==> src/design/ble_advert_packet_deframer_unit_assert.svh <==
// Assertion macros shared by the deframer RTL
`ifndef BLE_ADVERT_PACKET_DEFRAMER_UNIT_ASSERT_SVH
`define BLE_ADVERT_PACKET_DEFRAMER_UNIT_ASSERT_SVH

// Same-cycle implication, checked outside reset
`define BLE_ADF_ASSERT_NOW(label, clk, rstn, ante, cons) \
    label: assert property (@(posedge clk) disable iff (!(rstn)) (ante) |-> (cons)) \
        else $error("deframer check failed");

// Next-cycle implication, checked outside reset
`define BLE_ADF_ASSERT_NEXT(label, clk, rstn, ante, cons) \
    label: assert property (@(posedge clk) disable iff (!(rstn)) (ante) |=> (cons)) \
        else $error("deframer check failed");

`endif

==> src/design/ble_adf_pkg.sv <==
// Shared constants, types and byte-wide helper functions for the deframer
package ble_adf_pkg;

    localparam int CFG_ADDR_W = 2;
    localparam int CFG_DATA_W = 32;

    localparam logic [31:0] ACCESS_ADDRESS_RESET = 32'h8E89BED6;
    localparam logic [5:0]  CHANNEL_RESET        = 6'd39;
    localparam logic [23:0] CRC_INIT_RESET       = 24'h555555;
    localparam logic [23:0] CRC_POLY             = 24'h00065B;
    localparam logic [6:0]  WHITEN_SEED          = 7'h40;
    localparam logic [7:0]  WHITEN_TAP           = 8'h88;
    localparam logic [6:0]  HEADER_BYTES         = 7'd2;
    localparam logic [6:0]  OVERHEAD_BYTES       = 7'd5;
    localparam logic [6:0]  CRC_BYTES            = 7'd3;

    // Configuration register indexes
    typedef enum logic [CFG_ADDR_W-1:0] {
        REG_ACCESS_ADDRESS = 2'd0,
        REG_CHANNEL        = 2'd1,
        REG_CRC_INIT       = 2'd2
    } cfg_reg_t;

    // Deframer state
    typedef enum logic [1:0] {
        ST_HUNT   = 2'b01,
        ST_PACKET = 2'b10
    } state_t;

    typedef struct packed {
        logic [31:0] access_address;
        logic [5:0]  channel;
        logic [23:0] crc_init;
    } cfg_t;

    typedef struct packed {
        logic       valid;
        logic [7:0] data_byte;
        logic [6:0] byte_index;
        logic       last;
        logic       crc_ok;
    } result_t;

    typedef struct packed {
        logic [7:0] mask;
        logic [6:0] lfsr;
    } whiten_t;

    // Run the whitening LFSR for eight steps, collecting the mask LSB first
    function automatic whiten_t whiten_byte(input logic [6:0] lfsr_in);
        whiten_t    res;
        logic [7:0] w;
        logic [6:0] l;
        logic [7:0] t;
        w = 8'd0;
        l = lfsr_in;
        t = 8'd0;
        for (int j = 0; j < 8; j++) begin
            w = {1'b0, w[7:1]};
            if (l[0]) begin
                w[7] = 1'b1;
                t    = {1'b0, l} ^ WHITEN_TAP;
                l    = t[7:1];
            end else begin
                l = {1'b0, l[6:1]};
            end
        end
        res.mask = w;
        res.lfsr = l;
        return res;
    endfunction

    // Advance CRC-24 over one byte, LSB first
    function automatic logic [23:0] crc_byte(input logic [23:0] crc_in,
                                             input logic [7:0]  d);
        logic [23:0] c;
        logic        top;
        c   = crc_in;
        top = 1'b0;
        for (int j = 0; j < 8; j++) begin
            top = c[23];
            c   = {c[22:0], 1'b0};
            if (top != d[j]) begin
                c = c ^ CRC_POLY;
            end
        end
        return c;
    endfunction

    function automatic logic [23:0] reverse24(input logic [23:0] v);
        logic [23:0] r;
        r = 24'd0;
        for (int j = 0; j < 24; j++) begin
            r[j] = v[23-j];
        end
        return r;
    endfunction

endpackage

==> src/design/ble_adf_cfg.sv <==
// Configuration registers of the deframer
module ble_adf_cfg (
    input  logic                             aclk,
    input  logic                             aresetn,
    input  logic                             cfg_wr_en,
    input  logic [ble_adf_pkg::CFG_ADDR_W-1:0] cfg_addr,
    input  logic [ble_adf_pkg::CFG_DATA_W-1:0] cfg_wr_data,
    output ble_adf_pkg::cfg_t                cfg
);
    import ble_adf_pkg::*;

    cfg_t cfg_reg;
    cfg_t cfg_next;

    // Decode the register index; unknown indexes are dropped
    always_comb begin
        cfg_next = cfg_reg;
        if (cfg_wr_en) begin
            case (cfg_addr)
                REG_ACCESS_ADDRESS: cfg_next.access_address = cfg_wr_data[31:0];
                REG_CHANNEL:        cfg_next.channel        = cfg_wr_data[5:0];
                REG_CRC_INIT:       cfg_next.crc_init       = cfg_wr_data[23:0];
                default:            cfg_next                = cfg_reg;
            endcase
        end
    end

    always_ff @(posedge aclk) begin
        if (!aresetn) begin
            cfg_reg.access_address <= ACCESS_ADDRESS_RESET;
            cfg_reg.channel        <= CHANNEL_RESET;
            cfg_reg.crc_init       <= CRC_INIT_RESET;
        end else begin
            cfg_reg <= cfg_next;
        end
    end

    assign cfg = cfg_reg;

endmodule

==> src/design/ble_adf_deframer.sv <==
// Per-bit deframer: sync search, de-whitening, CRC-24 and byte results
module ble_adf_deframer (
    input  logic                 aclk,
    input  logic                 aresetn,
    input  logic                 step_en,
    input  logic                 rx_bit,
    input  ble_adf_pkg::cfg_t    cfg,
    output ble_adf_pkg::result_t res
);
    import ble_adf_pkg::*;

    state_t      state_reg,  state_next;
    logic [31:0] shift_reg,  shift_next;
    logic [2:0]  bit_reg,    bit_next;
    logic [6:0]  byte_reg,   byte_next;
    logic [5:0]  len_reg,    len_next;
    logic [6:0]  whiten_reg, whiten_next;
    logic [23:0] crc_reg,    crc_next;
    logic [23:0] rx_crc_reg, rx_crc_next;

    logic [31:0] shift_in;
    logic [2:0]  bit_inc;
    logic [6:0]  byte_inc;
    logic [6:0]  len_ext;
    logic [6:0]  crc_end;
    logic [6:0]  pos;
    whiten_t     wres;
    logic [7:0]  data;

    // Byte-wide datapath terms
    assign shift_in = {rx_bit, shift_reg[31:1]};
    assign bit_inc  = bit_reg + 3'd1;
    assign byte_inc = byte_reg + 7'd1;
    assign len_ext  = {1'b0, len_reg};
    assign crc_end  = len_ext + HEADER_BYTES;
    assign pos      = byte_reg - crc_end;
    assign wres     = whiten_byte(whiten_reg);
    assign data     = shift_in[31:24] ^ wres.mask;

    always_comb begin
        state_next  = state_reg;
        shift_next  = shift_reg;
        bit_next    = bit_reg;
        byte_next   = byte_reg;
        len_next    = len_reg;
        whiten_next = whiten_reg;
        crc_next    = crc_reg;
        rx_crc_next = rx_crc_reg;
        res         = '0;
        if (step_en) begin
            shift_next = shift_in;
            bit_next   = bit_inc;
            case (state_reg)
                ST_HUNT: begin
                    // Look for the sync word and load the packet seeds
                    if (shift_in == cfg.access_address) begin
                        state_next  = ST_PACKET;
                        bit_next    = 3'd0;
                        byte_next   = 7'd0;
                        len_next    = 6'd0;
                        whiten_next = WHITEN_SEED | {1'b0, cfg.channel};
                        crc_next    = cfg.crc_init;
                        rx_crc_next = 24'd0;
                    end
                end
                ST_PACKET: begin
                    if (bit_inc == 3'd0) begin
                        whiten_next = wres.lfsr;
                        // Header and payload feed the CRC, trailer bytes are gathered
                        if (byte_reg < crc_end) begin
                            crc_next = crc_byte(crc_reg, data);
                        end else if (pos < CRC_BYTES) begin
                            case (pos[1:0])
                                2'd0:    rx_crc_next[7:0]   = data;
                                2'd1:    rx_crc_next[15:8]  = data;
                                2'd2:    rx_crc_next[23:16] = data;
                                default: rx_crc_next        = rx_crc_reg;
                            endcase
                        end
                        byte_next = byte_inc;
                        // Take the length from the second header byte, else test for the end
                        if (byte_inc == HEADER_BYTES) begin
                            len_next = data[5:0];
                        end else if (byte_inc == len_ext + OVERHEAD_BYTES) begin
                            res.last    = 1'b1;
                            res.crc_ok  = (crc_reg == reverse24(rx_crc_next));
                            shift_next  = 32'd0;
                            state_next  = ST_HUNT;
                            byte_next   = 7'd0;
                            len_next    = 6'd0;
                            rx_crc_next = 24'd0;
                        end
                        res.valid      = 1'b1;
                        res.data_byte  = data;
                        res.byte_index = byte_reg;
                    end
                end
                default: state_next = ST_HUNT;
            endcase
        end
    end

    always_ff @(posedge aclk) begin
        if (!aresetn) begin
            state_reg  <= ST_HUNT;
            shift_reg  <= 32'd0;
            bit_reg    <= 3'd0;
            byte_reg   <= 7'd0;
            len_reg    <= 6'd0;
            whiten_reg <= WHITEN_SEED | {1'b0, CHANNEL_RESET};
            crc_reg    <= CRC_INIT_RESET;
            rx_crc_reg <= 24'd0;
        end else begin
            state_reg  <= state_next;
            shift_reg  <= shift_next;
            bit_reg    <= bit_next;
            byte_reg   <= byte_next;
            len_reg    <= len_next;
            whiten_reg <= whiten_next;
            crc_reg    <= crc_next;
            rx_crc_reg <= rx_crc_next;
        end
    end

endmodule

==> src/design/ble_advert_packet_deframer_unit.sv <==
// BLE advertising packet deframer, top level
//
// Input channel (s_): one demodulated bit per transfer, first bit on air first.
// The bits are searched for the configured access address; once it is seen,
// every following byte is de-whitened and issued on the result channel (m_)
// with its index in the packet. The final CRC byte carries m_last and m_crc_ok.
// Throughput: one bit per cycle while the result channel is not stalled. A bit
// taken is held in the input register until the pipeline advances; its byte (if
// it ends one) then goes to the result register and is shown on m_.
// Only every eighth bit inside a packet gives a result; others give none.
// When the receiver stalls, the result register holds and the input register
// keeps one more bit; s_ready drops only while both are full and m_ready low.
// Reset (synchronous, aresetn low) restores the register defaults, empties
// both registers and returns to the address search; no clearing pass follows.
// The cfg_ port writes registers; the user must use it between packets (not
// enforced). Channel and crc_init are sampled when the access address is found.
module ble_advert_packet_deframer_unit (
    input  logic                               aclk,
    input  logic                               aresetn,
    input  logic                               s_valid,
    output logic                               s_ready,
    input  logic                               s_rx_bit,
    output logic                               m_valid,
    input  logic                               m_ready,
    output logic [7:0]                         m_data_byte,
    output logic [6:0]                         m_byte_index,
    output logic                               m_last,
    output logic                               m_crc_ok,
    input  logic                               cfg_wr_en,
    input  logic [ble_adf_pkg::CFG_ADDR_W-1:0] cfg_addr,
    input  logic [ble_adf_pkg::CFG_DATA_W-1:0] cfg_wr_data
);
    import ble_adf_pkg::*;

    `include "ble_advert_packet_deframer_unit_assert.svh"

    cfg_t    cfg;
    result_t res;

    logic    in_valid_reg, in_valid_next;
    logic    in_bit_reg,   in_bit_next;
    result_t out_reg,      out_next;
    logic    advance;
    logic    step_en;

    ble_adf_cfg u_cfg (
        .aclk        (aclk),
        .aresetn     (aresetn),
        .cfg_wr_en   (cfg_wr_en),
        .cfg_addr    (cfg_addr),
        .cfg_wr_data (cfg_wr_data),
        .cfg         (cfg)
    );

    ble_adf_deframer u_deframer (
        .aclk    (aclk),
        .aresetn (aresetn),
        .step_en (step_en),
        .rx_bit  (in_bit_reg),
        .cfg     (cfg),
        .res     (res)
    );

    // Pipeline moves when the result register is empty or being drained
    assign advance = !out_reg.valid || m_ready;
    assign step_en = in_valid_reg && advance;
    assign s_ready = !in_valid_reg || advance;

    // Input register: load on transfer, empty once processed
    always_comb begin
        in_valid_next = in_valid_reg;
        in_bit_next   = in_bit_reg;
        if (s_valid && s_ready) begin
            in_valid_next = 1'b1;
            in_bit_next   = s_rx_bit;
        end else if (advance) begin
            in_valid_next = 1'b0;
        end
    end

    // Result register: hold while stalled
    always_comb begin
        out_next = out_reg;
        if (advance) begin
            out_next = res;
        end
    end

    always_ff @(posedge aclk) begin
        if (!aresetn) begin
            in_valid_reg <= 1'b0;
            out_reg      <= '0;
        end else begin
            in_valid_reg <= in_valid_next;
            out_reg      <= out_next;
        end
    end

    always_ff @(posedge aclk) begin
        in_bit_reg <= in_bit_next;
    end

    assign m_valid      = out_reg.valid;
    assign m_data_byte  = out_reg.data_byte;
    assign m_byte_index = out_reg.byte_index;
    assign m_last       = out_reg.last;
    assign m_crc_ok     = out_reg.crc_ok;

    // CRC verdict only on the closing byte
    `BLE_ADF_ASSERT_NOW(a_crc_ok_only_last, aclk, aresetn, m_valid && !m_last, !m_crc_ok)
    // A packet has at least five and at most sixty-eight bytes
    `BLE_ADF_ASSERT_NOW(a_last_index_range, aclk, aresetn, m_valid && m_last,
                        m_byte_index >= 7'd4 && m_byte_index <= 7'd67)
    // Input side stalls only behind a stalled result
    `BLE_ADF_ASSERT_NOW(a_ready_only_on_stall, aclk, aresetn, !s_ready, m_valid && !m_ready)
    // A waiting bit is not lost while the output is stalled
    `BLE_ADF_ASSERT_NEXT(a_input_held, aclk, aresetn, in_valid_reg && !advance, in_valid_reg)

endmodule

==> config.mk <==
export PLATFORM = sky130hd
export DESIGN_NAME = ble_advert_packet_deframer_unit
export DESIGN_NICKNAME = d
export VERILOG_FILES = /design/src/design/ble_adf_pkg.sv /design/src/design/ble_adf_cfg.sv /design/src/design/ble_adf_deframer.sv /design/src/design/ble_advert_packet_deframer_unit.sv
export VERILOG_INCLUDE_DIRS = /design/src /design/src/design
export SDC_FILE = /design/constraint.sdc
export NUM_CORES = 1
export LEC_CHECK = 0
export BUFFER_PORTS_ARGS = -buffer_cell sky130_fd_sc_hd__buf_2
export CORE_UTILIZATION = 65
export CTS_BUF_LIST = sky130_fd_sc_hd__clkbuf_8
export DETAILED_ROUTE_END_ITERATION = 10
export PLACE_DENSITY = 0.84
export SETUP_SLACK_MARGIN = 0.05
export SLEW_MARGIN = 40
export SYNTH_ARGS = -nofsm -noshare
export SYNTH_HDL_FRONTEND = slang
export SYNTH_SLANG_ARGS = --single-unit
==> constraint.sdc <==
create_clock -name aclk -period 9.3 [get_ports aclk]
set_input_delay 1.86 -clock aclk [delete_from_list [all_inputs] [get_ports aclk]]
set_output_delay 1.86 -clock aclk [all_outputs]
set_load 0.02 [all_outputs]
After elaboration in Yosys (flattened, before gate mapping)
Cells that the tools add are included.
{"block": "totals", "reg_bits": 187, "in_bits": 40, "output_inout_bits": 19, "word_cells": 184}
{"block": "op_classes", "n_addsub": 5, "magnitude_cmp": 2, "n_eq_ne": 24, "muxes": 100, "bitwise_logic": 17, "reduce_logical": 18}
{"cell": "$mux 24", "n": 40}
{"cell": "$mux 32", "n": 4}
{"cell": "$mux 7", "n": 14}
{"cell": "$pmux 24 s2", "n": 2}
{"cell": "$mux 11", "n": 8}
{"cell": "$not 7->7", "n": 8}
{"cell": "$mux 18", "n": 3}
{"cell": "$eq 32x32->1", "n": 1}
{"cell": "$pmux 7 s2", "n": 2}
{"cell": "$eq 24x24->1", "n": 1}
{"cell": "$mux 6", "n": 4}
{"cell": "$mux 8", "n": 3}
{"cell": "$not 1->2", "n": 8}
{"cell": "$reduce_and 5->1", "n": 3}
{"cell": "$mux 2", "n": 6}
{"cell": "$pmux 6 s2", "n": 1}
{"cell": "$mux 1", "n": 10}
{"cell": "$ne 1x1->1", "n": 8}
{"cell": "$ne 2x1->1 const B", "n": 4}
{"cell": "$xor 8x8->8", "n": 1}
{"cell": "$add 6x2->7 const B", "n": 1}
{"cell": "$add 6x3->7 const B", "n": 1}
{"cell": "$add 7x1->7 const B", "n": 1}
{"cell": "$eq 7x2->1 const B", "n": 1}
{"cell": "other kinds (19)", "n": 31}

Longest topological paths before layout
Gate-level depths: netlist of the first run.
{"block": "depth", "depth_word": 63, "depth_mapped": 14, "mapped_depth_nobuf": 13}

Modules after synthesis
Synthesis of the first run repeated with hierarchy kept, for this count alone.
{"block": "unflattened", "cells_unflattened": 1093, "hier_area_um2": 10013.4}
{"mod": "ble_adf_deframer", "n_inst": 1, "cells_each": 748, "area_per_inst_um2": 6542.5, "seq_area_each_um2": 2082.0}
{"mod": "ble_adf_cfg", "n_inst": 1, "cells_each": 261, "area_per_inst_um2": 2635.0, "seq_area_each_um2": 1241.2}
{"mod": "ble_advert_packet_deframer_unit", "n_inst": 1, "cells_each": 84, "area_per_inst_um2": 835.8, "seq_area_each_um2": 410.4}

Worst setup path before layout of the first run
No wires, ideal clock.
{"block": "synth_timing", "kind": "input -> output", "from": "input m_ready", "to": "output s_ready", "t_arrival_ns": 2.484, "required_ns": 7.440, "slack_ns": 4.956, "path_stages": 3, "path_buffers": 1, "path_cell_list": "nor2b_1 clkbuf_1 nand2_1"}
{"block": "synth_via", "elab_chain_cells": 2}
{"item": "start: declaration", "line": "ble_advert_packet_deframer_unit.sv:24", "source": "input logic m_ready,"}
{"item": "$logic_or 1x1->1", "line": "ble_advert_packet_deframer_unit.sv:65", "source": "assign advance = !out_reg.valid || m_ready;"}
{"item": "$logic_or 1x1->1", "line": "ble_advert_packet_deframer_unit.sv:67", "source": "assign s_ready = !in_valid_reg || advance;"}
{"item": "end: declaration", "line": "ble_advert_packet_deframer_unit.sv:21", "source": "output logic s_ready,"}
Every way passes these cells.

Worst setup path in the final report of the first run
Same ends and word-level chain as after synthesis.

==> flow_summary_export.csv, run 1 <==
group,metric,value,unit
clock_tree,post_cts_buffers,0,
clock_tree,cts.repair.resized,0,
yosys,postSynthAreaPerCell,8.92,um2
sta,finalHoldViolations,0,
power_and_ir_drop,intPower,1.07,mW
yosys,post_synth_num_cell_types,76,
setup_path,criticalPathCategory,"input pin to primary output",
sta,final.period_utilization,47.4,%
power_and_ir_drop,seq_power_share,56.4,%
sta,clock.fmax,227,MHz
global_route,groute.usage.overall,31.8,%
setup_path,rr_startpoint,"u_deframer.len_reg[2]",
yosys,count_of_state_elements_after_synthesis,186,
die,boundaryPins,59,
clock_tree,cts_max_level,4,
setup_path,critical_path.endpoint_type,"primary output",
layout,post_route_cells_drive_above_1_share,12.3,%
setup_path,worst-r2r-setup-slack,5020,ps
layout,final_cell_count_no_fill,1294,
setup_path,reg2reg_to,"m_crc_ok",
global_route,grt-ovfl-total,0,
yosys,synth_area_leader_cell,"dfxtp_1",
die,floorplan.initialDensity,66.4,%
hold_path,whs_path_depth,2,
sta,grt_setup_unrepaired,"false",
sta,worst_slew_margin_rel,43.7,%
die,die_width,124,um
layout,flow.area_growth_from_synthesis,7.70,%
setup_path,critPathRequiredTime,7440,ps
global_route,antenna_found_initial,0,
power_and_ir_drop,pwr-share-comb,5.8,%
drt,num_vias,7793,
setup_path,worst-path-buf-inv,3,
place,placement.io_buffers,58,
sta,timing_worst_slew_pin_value,839,ps
yosys,area_share_of_the_largest_cell_type_after_synthesis,38.4,%
place,gp_routability_congestion,0.917,
hold_path,min_from,"u_cfg.cfg[19]",
layout,final_nets,1154,
drt,drt_pass1_iterations,8,
drt,vias_per_cell,6.02,
drt,drc_errors,0,
clock_tree,root_buffer_cell,"clkbuf_8",
yosys,synth_sequential_area_ratio,38.7,%
yosys,ys_async_sr_fraction,0,%
setup_path,ff2ff_path_depth,12,
yosys,yosys_most_used_dff,"dfxtp_1",
yosys,post_synth_main_area_contributors,"dfxtp_1, xnor2_1, nand2_1, nor2b_1, a22oi_1",
sta,timing.hold.ws,474,ps
layout,largest_reg_flops,62,
drt,wl_per_cell,18.0,um
hold_path,holdPathEnd,"u_cfg.cfg[19]",
yosys,synthesis.area,0.00965,mm2
sta,slew_viol_final,0,
power_and_ir_drop,total_power,1.45,mW
die,num_rows,44,
yosys,synth_enable_flop_cells,1,
sta,skew,10.7,ps
yosys,postSynthCellCount,1082,
setup_path,cells_along_the_critical_path,"buf_2 > nor2b_1 > buf_4 > nand2_1 > buf_2",
die,coreArea,0.0145,mm2
yosys,synthesis.yosys.warnings,0,
setup_path,cp-start-kind,"input pin",
power_and_ir_drop,p_switching,0.381,mW
drt,postRouteAntennaNets,0,
place,hpwlAfterDp,16600,um
sta,tns,0,ps
clock_tree,cts_tree,"built",
place,dpl.cell_count,1261,
setup_path,critical_path.max_fanout,21,
global_route,grt_max_degree,98,
global_route,first_global_vias,7231,
power_and_ir_drop,power_leakage,3.81,nW
drt,wirelength,23400,um
sta,layout_min_cycle_time,4410,ps
clock_tree,max-clock-path-buffers,2,
clock_tree,holdBufCountCts,0,
power_and_ir_drop,p_clk_share,37.9,%
die,fp.dieArea,0.0153,mm2
die,die_height,124,um
setup_path,worst_path_dominant_cell_family,"buffers and inverters",
clock_tree,clk_transition_reported_paths,100,ps
clock_tree,clock_sink_count,186,
drt,drt_iter0_markers,740,
power_and_ir_drop,power_density,140,mW/mm2
setup_path,worst_path_most_repeated_cell,"buf_2",
power_and_ir_drop,worst_vdd_rail_ir_drop,0.000118,V
run,maxCapViolations,0,
power_and_ir_drop,netSwitchingFraction,26.2,%
clock_tree,cts_buffers,17,
status,outcome,"completed",
setup_path,critical_path.slowest_cell,"buf_4",
layout,antenna_cells,0,
hold_path,path_class_of_the_lowest_slack_min_delay_path,"register to register",
setup_path,critical_path_arrival,2550,ps
global_route,grt_pass1_wl,36900,um
yosys,synth.net_count,1139,
sta,setup_viol,0,
clock_tree,worstSkewPairLatency,490,ps
setup_path,critPathMaxStageDelay,240,ps
==> power by group through the flow <==
stage          Combinational [mW]  Clock, mW  Sequential [mW]
5_1_grt                    0.0915      0.588            0.822
3_5_place_dp               0.0826          0            0.838
4_1_cts                    0.0834      0.554            0.820
3_3_place_gp               0.0804          0            0.838
2_1_floorplan              0.0585          0            0.834
6_report                   0.0838      0.551            0.820
==> per-stage QoR <==
step / setup slack, ps / cell area (um2) / utilization, %
5_1_grt: 4770 / 10400 / 71.5
6_report: 4890 / 10400 / 71.5
4_1_cts: 4890 / 10400 / 71.3
2_1_floorplan: 4960 / 9650 / -
3_5_place_dp: 4840 / 9970 / 68.6
3_3_place_gp: 4890 / 9930 / 68.3
==> metal layers <==
metal / share of wire (%) / track usage (%) / vias to the layer above
met3: 6.0 / 4.67 / 64
met5: 0 / 0 / -
met2: 46 / 50.5 / 267
met4: 3.3 / 14.2 / 0
met1: 44 / 42.8 / 3677
li1: - / - / 3785
==> cell usage after synthesis, drive strengths merged (19+ instances only) <==
library cell / number
o2bb2ai: 20
xnor2: 95
a21boi: 44
nand2: 203
xor2: 34
buf: 22
nand3: 44
dfxtp: 185
nand4: 19
nor2: 23
o211ai: 22
nor2b: 63
a22oi: 48
o21ai: 19
mux2i: 35
clkbuf: 51
inv: 23
==> kinds of logic (layout without fill, tap and decap cells) <==
kind of cell | after synthesis | in the layout | share of synthesized area [%]
AO/OA/AOI/OAI | 220 | 220 | 18.1
XOR/XNOR | 133 | 133 | 13.2
adder cells (fa/ha/maj) | 17 | 17 | 2.28
buffers and inverters | 96 | 124 | 4.18
flip-flops | 186 | 186 | 38.7
multiplexers | 36 | 36 | 3.75
AND/OR/NAND/NOR | 394 | 394 | 19.8
==> how the worst max path moves through the flow <==
stage | endpoint | startpoint | depth (start not counted) | slack, ps
3_5_place_dp | u_deframer.rx_crc_reg[6] | m_ready | 11 | 4840
2_1_floorplan | s_ready | m_ready | 3 | 4960
6_report | s_ready | m_ready | 5 | 4890
3_3_place_gp | s_ready | m_ready | 5 | 4890
5_1_grt | m_crc_ok | u_deframer.len_reg[2] | 12 | 4770
4_1_cts | s_ready | m_ready | 5 | 4890
==> layout by cell type (no fill, tap or decap), types with 15 or more instances in the layout <==
master     count
o211ai_1      22
buf_2         57
xnor2_1       87
nor2_1        21
mux2i_1       35
nand4_1       19
o21ai_0       16
o2bb2ai_1     20
a22oi_1       48
nor2b_1       61
ha_1          15
xor2_1        33
dfxtp_1      185
inv_1         24
nand2_1      201
nand3_1       44
a21boi_0      40
clkbuf_8      18
==> cell type report <==
class | count | area [um2]
Clock buffer | 18 | 248
Inverter | 23 | 86.3
Fill cell | 1176 | 4140
Sequential cell | 186 | 3730
Clock inverter | 14 | 154
Tap cell | 184 | 230
Multi-Input combinational cell | 800 | 5560
Timing Repair Buffer | 69 | 383
==> worst min-delay path, delay by kind of cell (launching register included) <==
family	cells	cell delay, ps
flip-flops	1	320
AO/OA/AOI/OAI	1	60
AND/OR/NAND/NOR	1	50
Note: power is estimated with default switching activity, not from simulation.
==> run 2: changes to the inputs <==
--- a/config.mk
+++ b/config.mk
@@ -7,10 +7,10 @@
 export NUM_CORES = 1
 export LEC_CHECK = 0
 export BUFFER_PORTS_ARGS = -buffer_cell sky130_fd_sc_hd__buf_2
-export CORE_UTILIZATION = 65
+export CORE_UTILIZATION = 63
 export CTS_BUF_LIST = sky130_fd_sc_hd__clkbuf_8
 export DETAILED_ROUTE_END_ITERATION = 10
-export PLACE_DENSITY = 0.84
+export PLACE_DENSITY = 0.82
 export SETUP_SLACK_MARGIN = 0.05
 export SLEW_MARGIN = 40
 export SYNTH_ARGS = -nofsm -noshare
==> constraint.sdc (replaced) <==
create_clock -name aclk -period 4.2 [get_ports aclk]
set_input_delay 0.84 -clock aclk [delete_from_list [all_inputs] [get_ports aclk]]
set_output_delay 0.84 -clock aclk [all_outputs]
set_load 0.02 [all_outputs]
==> run 2 against run 1 <==
Effect of this change: first-iteration DRC count grew 9.6%; final area grew 0.94%; critical endpoint is now m_crc_ok; power grew 130%; largest cell class unchanged; critical path type is now register to register.
==> flow_summary_export.csv, run 2 (synthesized netlist as in run 1, its figures left out) <==
group,metric,value,unit
power_and_ir_drop,intPower,2.48,mW
die,num_rows,44,
global_route,met1_usage,40.4,%
die,boundaryPins,59,
setup_path,critical_path_arrival,4170,ps
clock_tree,max-clock-path-buffers,2,
layout,flow.area_growth_from_synthesis,8.72,%
layout,antenna_cells,0,
layout,post_route_cells_drive_above_1_share,13.2,%
power_and_ir_drop,power_leakage,3.90,nW
sta,layout_min_cycle_time,3750,ps
drt,drt_iter0_markers,811,
power_and_ir_drop,pwr-share-comb,5.7,%
hold_path,holdPathEnd,"u_cfg.cfg[7]",
setup_path,cells_along_the_critical_path,"ha_1 > xnor2_1 > ha_1 > a21o_1 > o21a_1 > a311o_1 > a211oi_4 > mux2i_1 > xnor2_1 > a2111oi_0 > nand4_1 > o21ai_1",
layout,fillerInstances,1171,
setup_path,critical_path.endpoint_type,"register",
layout,multi_input_area,0.00553,mm2
global_route,use_met2,49.8,%
hold_path,whs_path_depth,2,
layout,mostFrequentLayoutCell,"nand2_1",
setup_path,criticalPathCategory,"register to register",
drt,vias_per_cell,6.05,
sta,worst_slew_margin_rel,41.3,%
setup_path,worst-path-buf-inv,0,
die,floorplan.initialDensity,65.4,%
layout,seqCellArea,0.00373,mm2
status,outcome,"completed",
global_route,grt_max_degree,96,
setup_path,critPathRequiredTime,4610,ps
global_route,met3_grt_util,6.20,%
hold_path,path_class_of_the_lowest_slack_min_delay_path,"register to register",
global_route,groute.usage.overall,31.0,%
sta,clock.fmax,267,MHz
setup_path,cp-start-kind,"register",
die,fp.dieArea,0.0158,mm2
sta,setup_viol,0,
global_route,first_global_vias,7517,
clock_tree,clock_sink_count,186,
layout,largest_reg_flops,62,
setup_path,worst_path_dominant_cell_family,"compound AO/OA/AOI/OAI gates",
layout,layout.cells.most_common_list,"nand2_1, dfxtp_1, xnor2_1",
sta,tns,0,ps
global_route,grt-ovfl-total,0,
clock_tree,worstSkewPairLatency,470,ps
global_route,grt_pass1_wl,38400,um
layout,final_nets,1169,
drt,postRouteAntennaNets,0,
global_route,gr-max-usage-layer,"met2",
sta,slew_viol_final,0,
sta,final.period_utilization,89.3,%
power_and_ir_drop,netSwitchingFraction,24.3,%
setup_path,critical_path.slowest_cell,"a211oi_4",
drt,num_vias,7916,
run,maxCapViolations,0,
clock_tree,cts_buffers,17,
setup_path,rr_startpoint,"u_deframer.len_reg[2]",
setup_path,reg2reg_to,"m_crc_ok",
clock_tree,cts_tree,"built",
drt,wirelength,23600,um
clock_tree,cts_max_level,4,
die,die_width,126,um
power_and_ir_drop,total_power,3.27,mW
global_route,antenna_found_initial,0,
clock_tree,root_buffer_cell,"clkbuf_8",
power_and_ir_drop,p_switching,0.795,mW
setup_path,critical_path.max_fanout,15,
clock_tree,holdBufCountCts,0,
place,gp_routability_congestion,0.936,
power_and_ir_drop,seq_power_share,55.5,%
power_and_ir_drop,p_clk_share,38.8,%
drt,drc_errors,0,
sta,finalHoldViolations,0,
die,coreArea,0.0148,mm2
drt,wl_per_cell,18.0,um
power_and_ir_drop,power_density,312,mW/mm2
setup_path,critPathMaxStageDelay,560,ps
setup_path,worst-r2r-setup-slack,450,ps
die,die_height,126,um
sta,grt_setup_unrepaired,"false",
drt,drt_pass1_iterations,5,
hold_path,min_from,"u_cfg.cfg[7]",
place,placement.io_buffers,58,
sta,skew,12.7,ps
power_and_ir_drop,worst_vdd_rail_ir_drop,0.000204,V
setup_path,ff2ff_path_depth,12,
sta,timing_worst_slew_pin_value,874,ps
place,hpwlAfterDp,17000,um
clock_tree,clk_transition_reported_paths,100,ps
-- run 2: changes by cell type in the layout (fill, tap and decap cells not counted), sizes merged --
cell,delta
clkinv,+2
bufinv,+2
inv,-2
buf,+15
clkinvlp,-2
-- run 2: per-layer routing --
metal	up-vias	share of wire [%]
met2	338	47
li1	3811	-
met4	0	3.8
met3	65	6.9
met5	-	0
met1	3702	43
-- run 2: cell type report --
cell class / instances / area share [%]
clock buffer: 18 / 2.36
clock inverter: 14 / 1.61
inverter: 23 / 0.823
multi-input combinational: 800 / 52.7
sequential: 186 / 35.6
tap: 184 / 2.20
timing repair buffer: 84 / 4.72
-- run 2: worst max path at each step --
stage,end,cells after the start,startpoint
after detailed placement,m_crc_ok,12,u_deframer.len_reg[2]
after global routing,m_crc_ok,13,u_deframer.len_reg[2]
after CTS,m_crc_ok,12,u_deframer.len_reg[2]
after floorplan,m_crc_ok,13,u_deframer.len_reg[3]
after global placement,m_crc_ok,12,u_deframer.len_reg[2]
final,m_crc_ok,12,u_deframer.len_reg[2]
-- run 2: power by group through the flow --
stage | Sequential [mW] | Clock [mW] | Combinational [mW]
4_1_cts | 1.82 | 1.29 | 0.186
2_1_floorplan | 1.85 | 0 | 0.130
5_1_grt | 1.82 | 1.36 | 0.208
3_3_place_gp | 1.86 | 0 | 0.182
3_5_place_dp | 1.86 | 0 | 0.185
6_report | 1.82 | 1.27 | 0.188
-- run 2: per-stage QoR --
step                      setup slack [ps]  area [um2]  util [%]  instances  hold slack, ps
after global routing                   138       10500      71.1       1309             494
after global placement                 582       10000      67.9       1272             453
after CTS                              398       10500      70.9       1305             479
after floorplan                        745        9650         -       1082             432
after detailed placement               481       10000      68.0       1273             459
final                                  448       10500      71.1       1309             475
-- run 2: repair_timing --
item | in CTS | in global routing
resized for setup | 0 | 0
endpoints found under the setup margin | 0 | 1
endpoints found under the hold margin | 0 | 0
buffers inserted | 0 | 4
-- run 2: tightest hold or removal path: cells and delay by family, from the launching register on --
| kind | cells | cell delay [ps] |
|---|---|---|
| AOI/OAI and AO/OA | 1 | 70 |
| and+or+nand+nor | 1 | 50 |
| DFF | 1 | 320 |
==> run 3: changes to the inputs <==
--- a/config.mk
+++ b/config.mk
@@ -6,11 +6,11 @@
 export SDC_FILE = /design/constraint.sdc
 export NUM_CORES = 1
 export LEC_CHECK = 0
-export BUFFER_PORTS_ARGS = -buffer_cell sky130_fd_sc_hd__buf_2
-export CORE_UTILIZATION = 63
+export CORE_UTILIZATION = 65
 export CTS_BUF_LIST = sky130_fd_sc_hd__clkbuf_8
 export DETAILED_ROUTE_END_ITERATION = 10
-export PLACE_DENSITY = 0.82
+export DONT_BUFFER_PORTS = 1
+export PLACE_DENSITY = 0.81
 export SETUP_SLACK_MARGIN = 0.05
 export SLEW_MARGIN = 40
 export SYNTH_ARGS = -nofsm -noshare
==> run 3 against run 2 <==
Effect of this change: setup slack lost 11 ps; via count shrank 3.8%; register-to-register slack is essentially flat; final cell count shrank 5.0%; count of clock-buffer cells in the layout is the same; fmax shrank 0.30%; power shrank 4.1%; highest routed layer unchanged.
==> flow_summary_export.csv, run 3 (synthesized netlist as in run 1, its figures left out) <==
group,metric,value,unit
setup_path,worst-r2r-setup-slack,440,ps
hold_path,path_class_of_the_lowest_slack_min_delay_path,"input pin to register",
power_and_ir_drop,seq_power_share,57.8,%
power_and_ir_drop,total_power,3.14,mW
layout,seqCellArea,0.00373,mm2
setup_path,rr_startpoint,"u_deframer.len_reg[2]",
sta,finalHoldViolations,0,
clock_tree,clk_transition_reported_paths,100,ps
sta,clock.fmax,266,MHz
clock_tree,cts.repair.resized,0,
layout,final_core_util,69.5,%
clock_tree,worstSkewPairLatency,470,ps
sta,timing.hold.ws,462,ps
clock_tree,cts_tree,"built",
place,hpwlAfterDp,16800,um
layout,multi_input_area,0.00553,mm2
die,fp.dieArea,0.0153,mm2
sta,tns,0,ps
place,preCtsSetupSlack,468,ps
global_route,grt_pass1_wl,37400,um
die,die_width,124,um
setup_path,criticalPathCategory,"register to register",
layout,layout.cells.most_common_list,"nand2_1, dfxtp_1, xnor2_1",
drt,num_vias,7619,
power_and_ir_drop,intPower,2.36,mW
die,floorplan.initialDensity,66.4,%
clock_tree,post_cts_buffers,0,
place,gp_routability_congestion,0.964,
power_and_ir_drop,worst_vdd_rail_ir_drop,0.000314,V
die,num_rows,44,
die,coreArea,0.0145,mm2
power_and_ir_drop,power_leakage,3.58,nW
layout,fillerInstances,1202,
sta,final.period_utilization,89.6,%
sta,worst_slew_margin_rel,40.2,%
clock_tree,root_buffer_cell,"clkbuf_8",
drt,postRouteAntennaNets,0,
power_and_ir_drop,netSwitchingFraction,25.0,%
global_route,grt-ovfl-total,0,
layout,mostFrequentLayoutCell,"nand2_1",
layout,final_nets,1104,
sta,post-route-worst-setup-slack,437,ps
global_route,antenna_found_initial,0,
drt,wirelength,23500,um
setup_path,critical_path.endpoint_type,"register",
place,dpl.cell_count,1212,
power_and_ir_drop,pwr-share-comb,4.4,%
status,outcome,"completed",
setup_path,critPathRequiredTime,4620,ps
layout,largest_reg_flops,62,
clock_tree,max-clock-path-buffers,2,
global_route,first_global_vias,7330,
drt,drt_iter0_markers,639,
die,boundaryPins,59,
clock_tree,cts_max_level,4,
layout,flow.area_growth_from_synthesis,4.75,%
sta,slew_viol_final,0,
sta,grt_setup_unrepaired,"false",
setup_path,cp-startpoint,"u_deframer.len_reg[2]",
clock_tree,cts_buffers,17,
layout,final_cell_area,0.0101,mm2
setup_path,cp-start-kind,"register",
layout,post_route_cells_drive_above_1_share,7.92,%
die,die_height,124,um
clock_tree,clock_sink_count,186,
clock_tree,holdBufCountCts,0,
sta,layout_min_cycle_time,3760,ps
power_and_ir_drop,power_density,311,mW/mm2
setup_path,reg2reg_to,"m_crc_ok",
global_route,groute.usage.overall,32.1,%
setup_path,critical_path.max_fanout,15,
power_and_ir_drop,p_clk_share,37.8,%
run,maxCapViolations,0,
global_route,grt_max_degree,179,
layout,final_cell_count_no_fill,1244,
sta,setup_viol,0,
drt,drc_errors,0,
place,cell_area_placed,0.00972,mm2
place,placement.io_buffers,0,
sta,timing_worst_slew_pin_value,895,ps
sta,skew,14.1,ps
layout,antenna_cells,0,
power_and_ir_drop,p_switching,0.784,mW
drt,vias_per_cell,6.12,
setup_path,ff2ff_path_depth,13,
drt,wl_per_cell,18.9,um
drt,drt_pass1_iterations,5,
setup_path,setup.worst_path.end,"m_crc_ok",
setup_path,critical_path_arrival,4180,ps
run 3: critical path, cell delays in order (launching register included):
cell and delay [ps]:
dfxtp_1 540, ha_1 250, nand3_1 120, xnor2_1 200, ha_1 250, nor3_1 80, a221o_1 330, a311o_1 430
a211oi_4 540, mux2i_1 280, xnor2_1 70, a2111oi_0 350, nand4_1 140, o21ai_1 120
run 3: how the worst min path moves through the flow:
| stage | startpoint | to | cells after the start |
|---|---|---|---|
| finish | s_rx_bit | in_bit_reg | 0 |
| global route | s_rx_bit | in_bit_reg | 0 |
| CTS | aresetn | u_cfg.cfg[22] | 1 |
| detailed placement | u_deframer.rx_crc_reg[12] | u_deframer.rx_crc_reg[12] | 1 |
| global placement | u_deframer.rx_crc_reg[23] | u_deframer.rx_crc_reg[23] | 1 |
| floorplan | u_deframer.rx_crc_reg[21] | u_deframer.rx_crc_reg[21] | 1 |
run 3: power groups by stage:
stage	Combinational [mW]	Clock, mW	Sequential (mW)
after floorplan	0.130	0	1.85
after global placement	0.130	0	1.86
after global routing	0.149	1.27	1.82
final	0.137	1.19	1.82
after detailed placement	0.135	0	1.86
after CTS	0.136	1.20	1.82
run 3: layout make-up:
class	instances	share of cell area [%]
sequential	186	36.9
clock buffer	18	2.45
clock inverter	14	1.35
inverter	23	0.854
multi-input combinational	800	54.7
timing repair buffer	19	1.41
tap	184	2.28
run 3: layer usage:
metal	global-route usage, %	wire length [um]
met5	0	0
met4	12.2	653
met3	7.51	1660
met2	52.5	11000
met1	40.9	10200
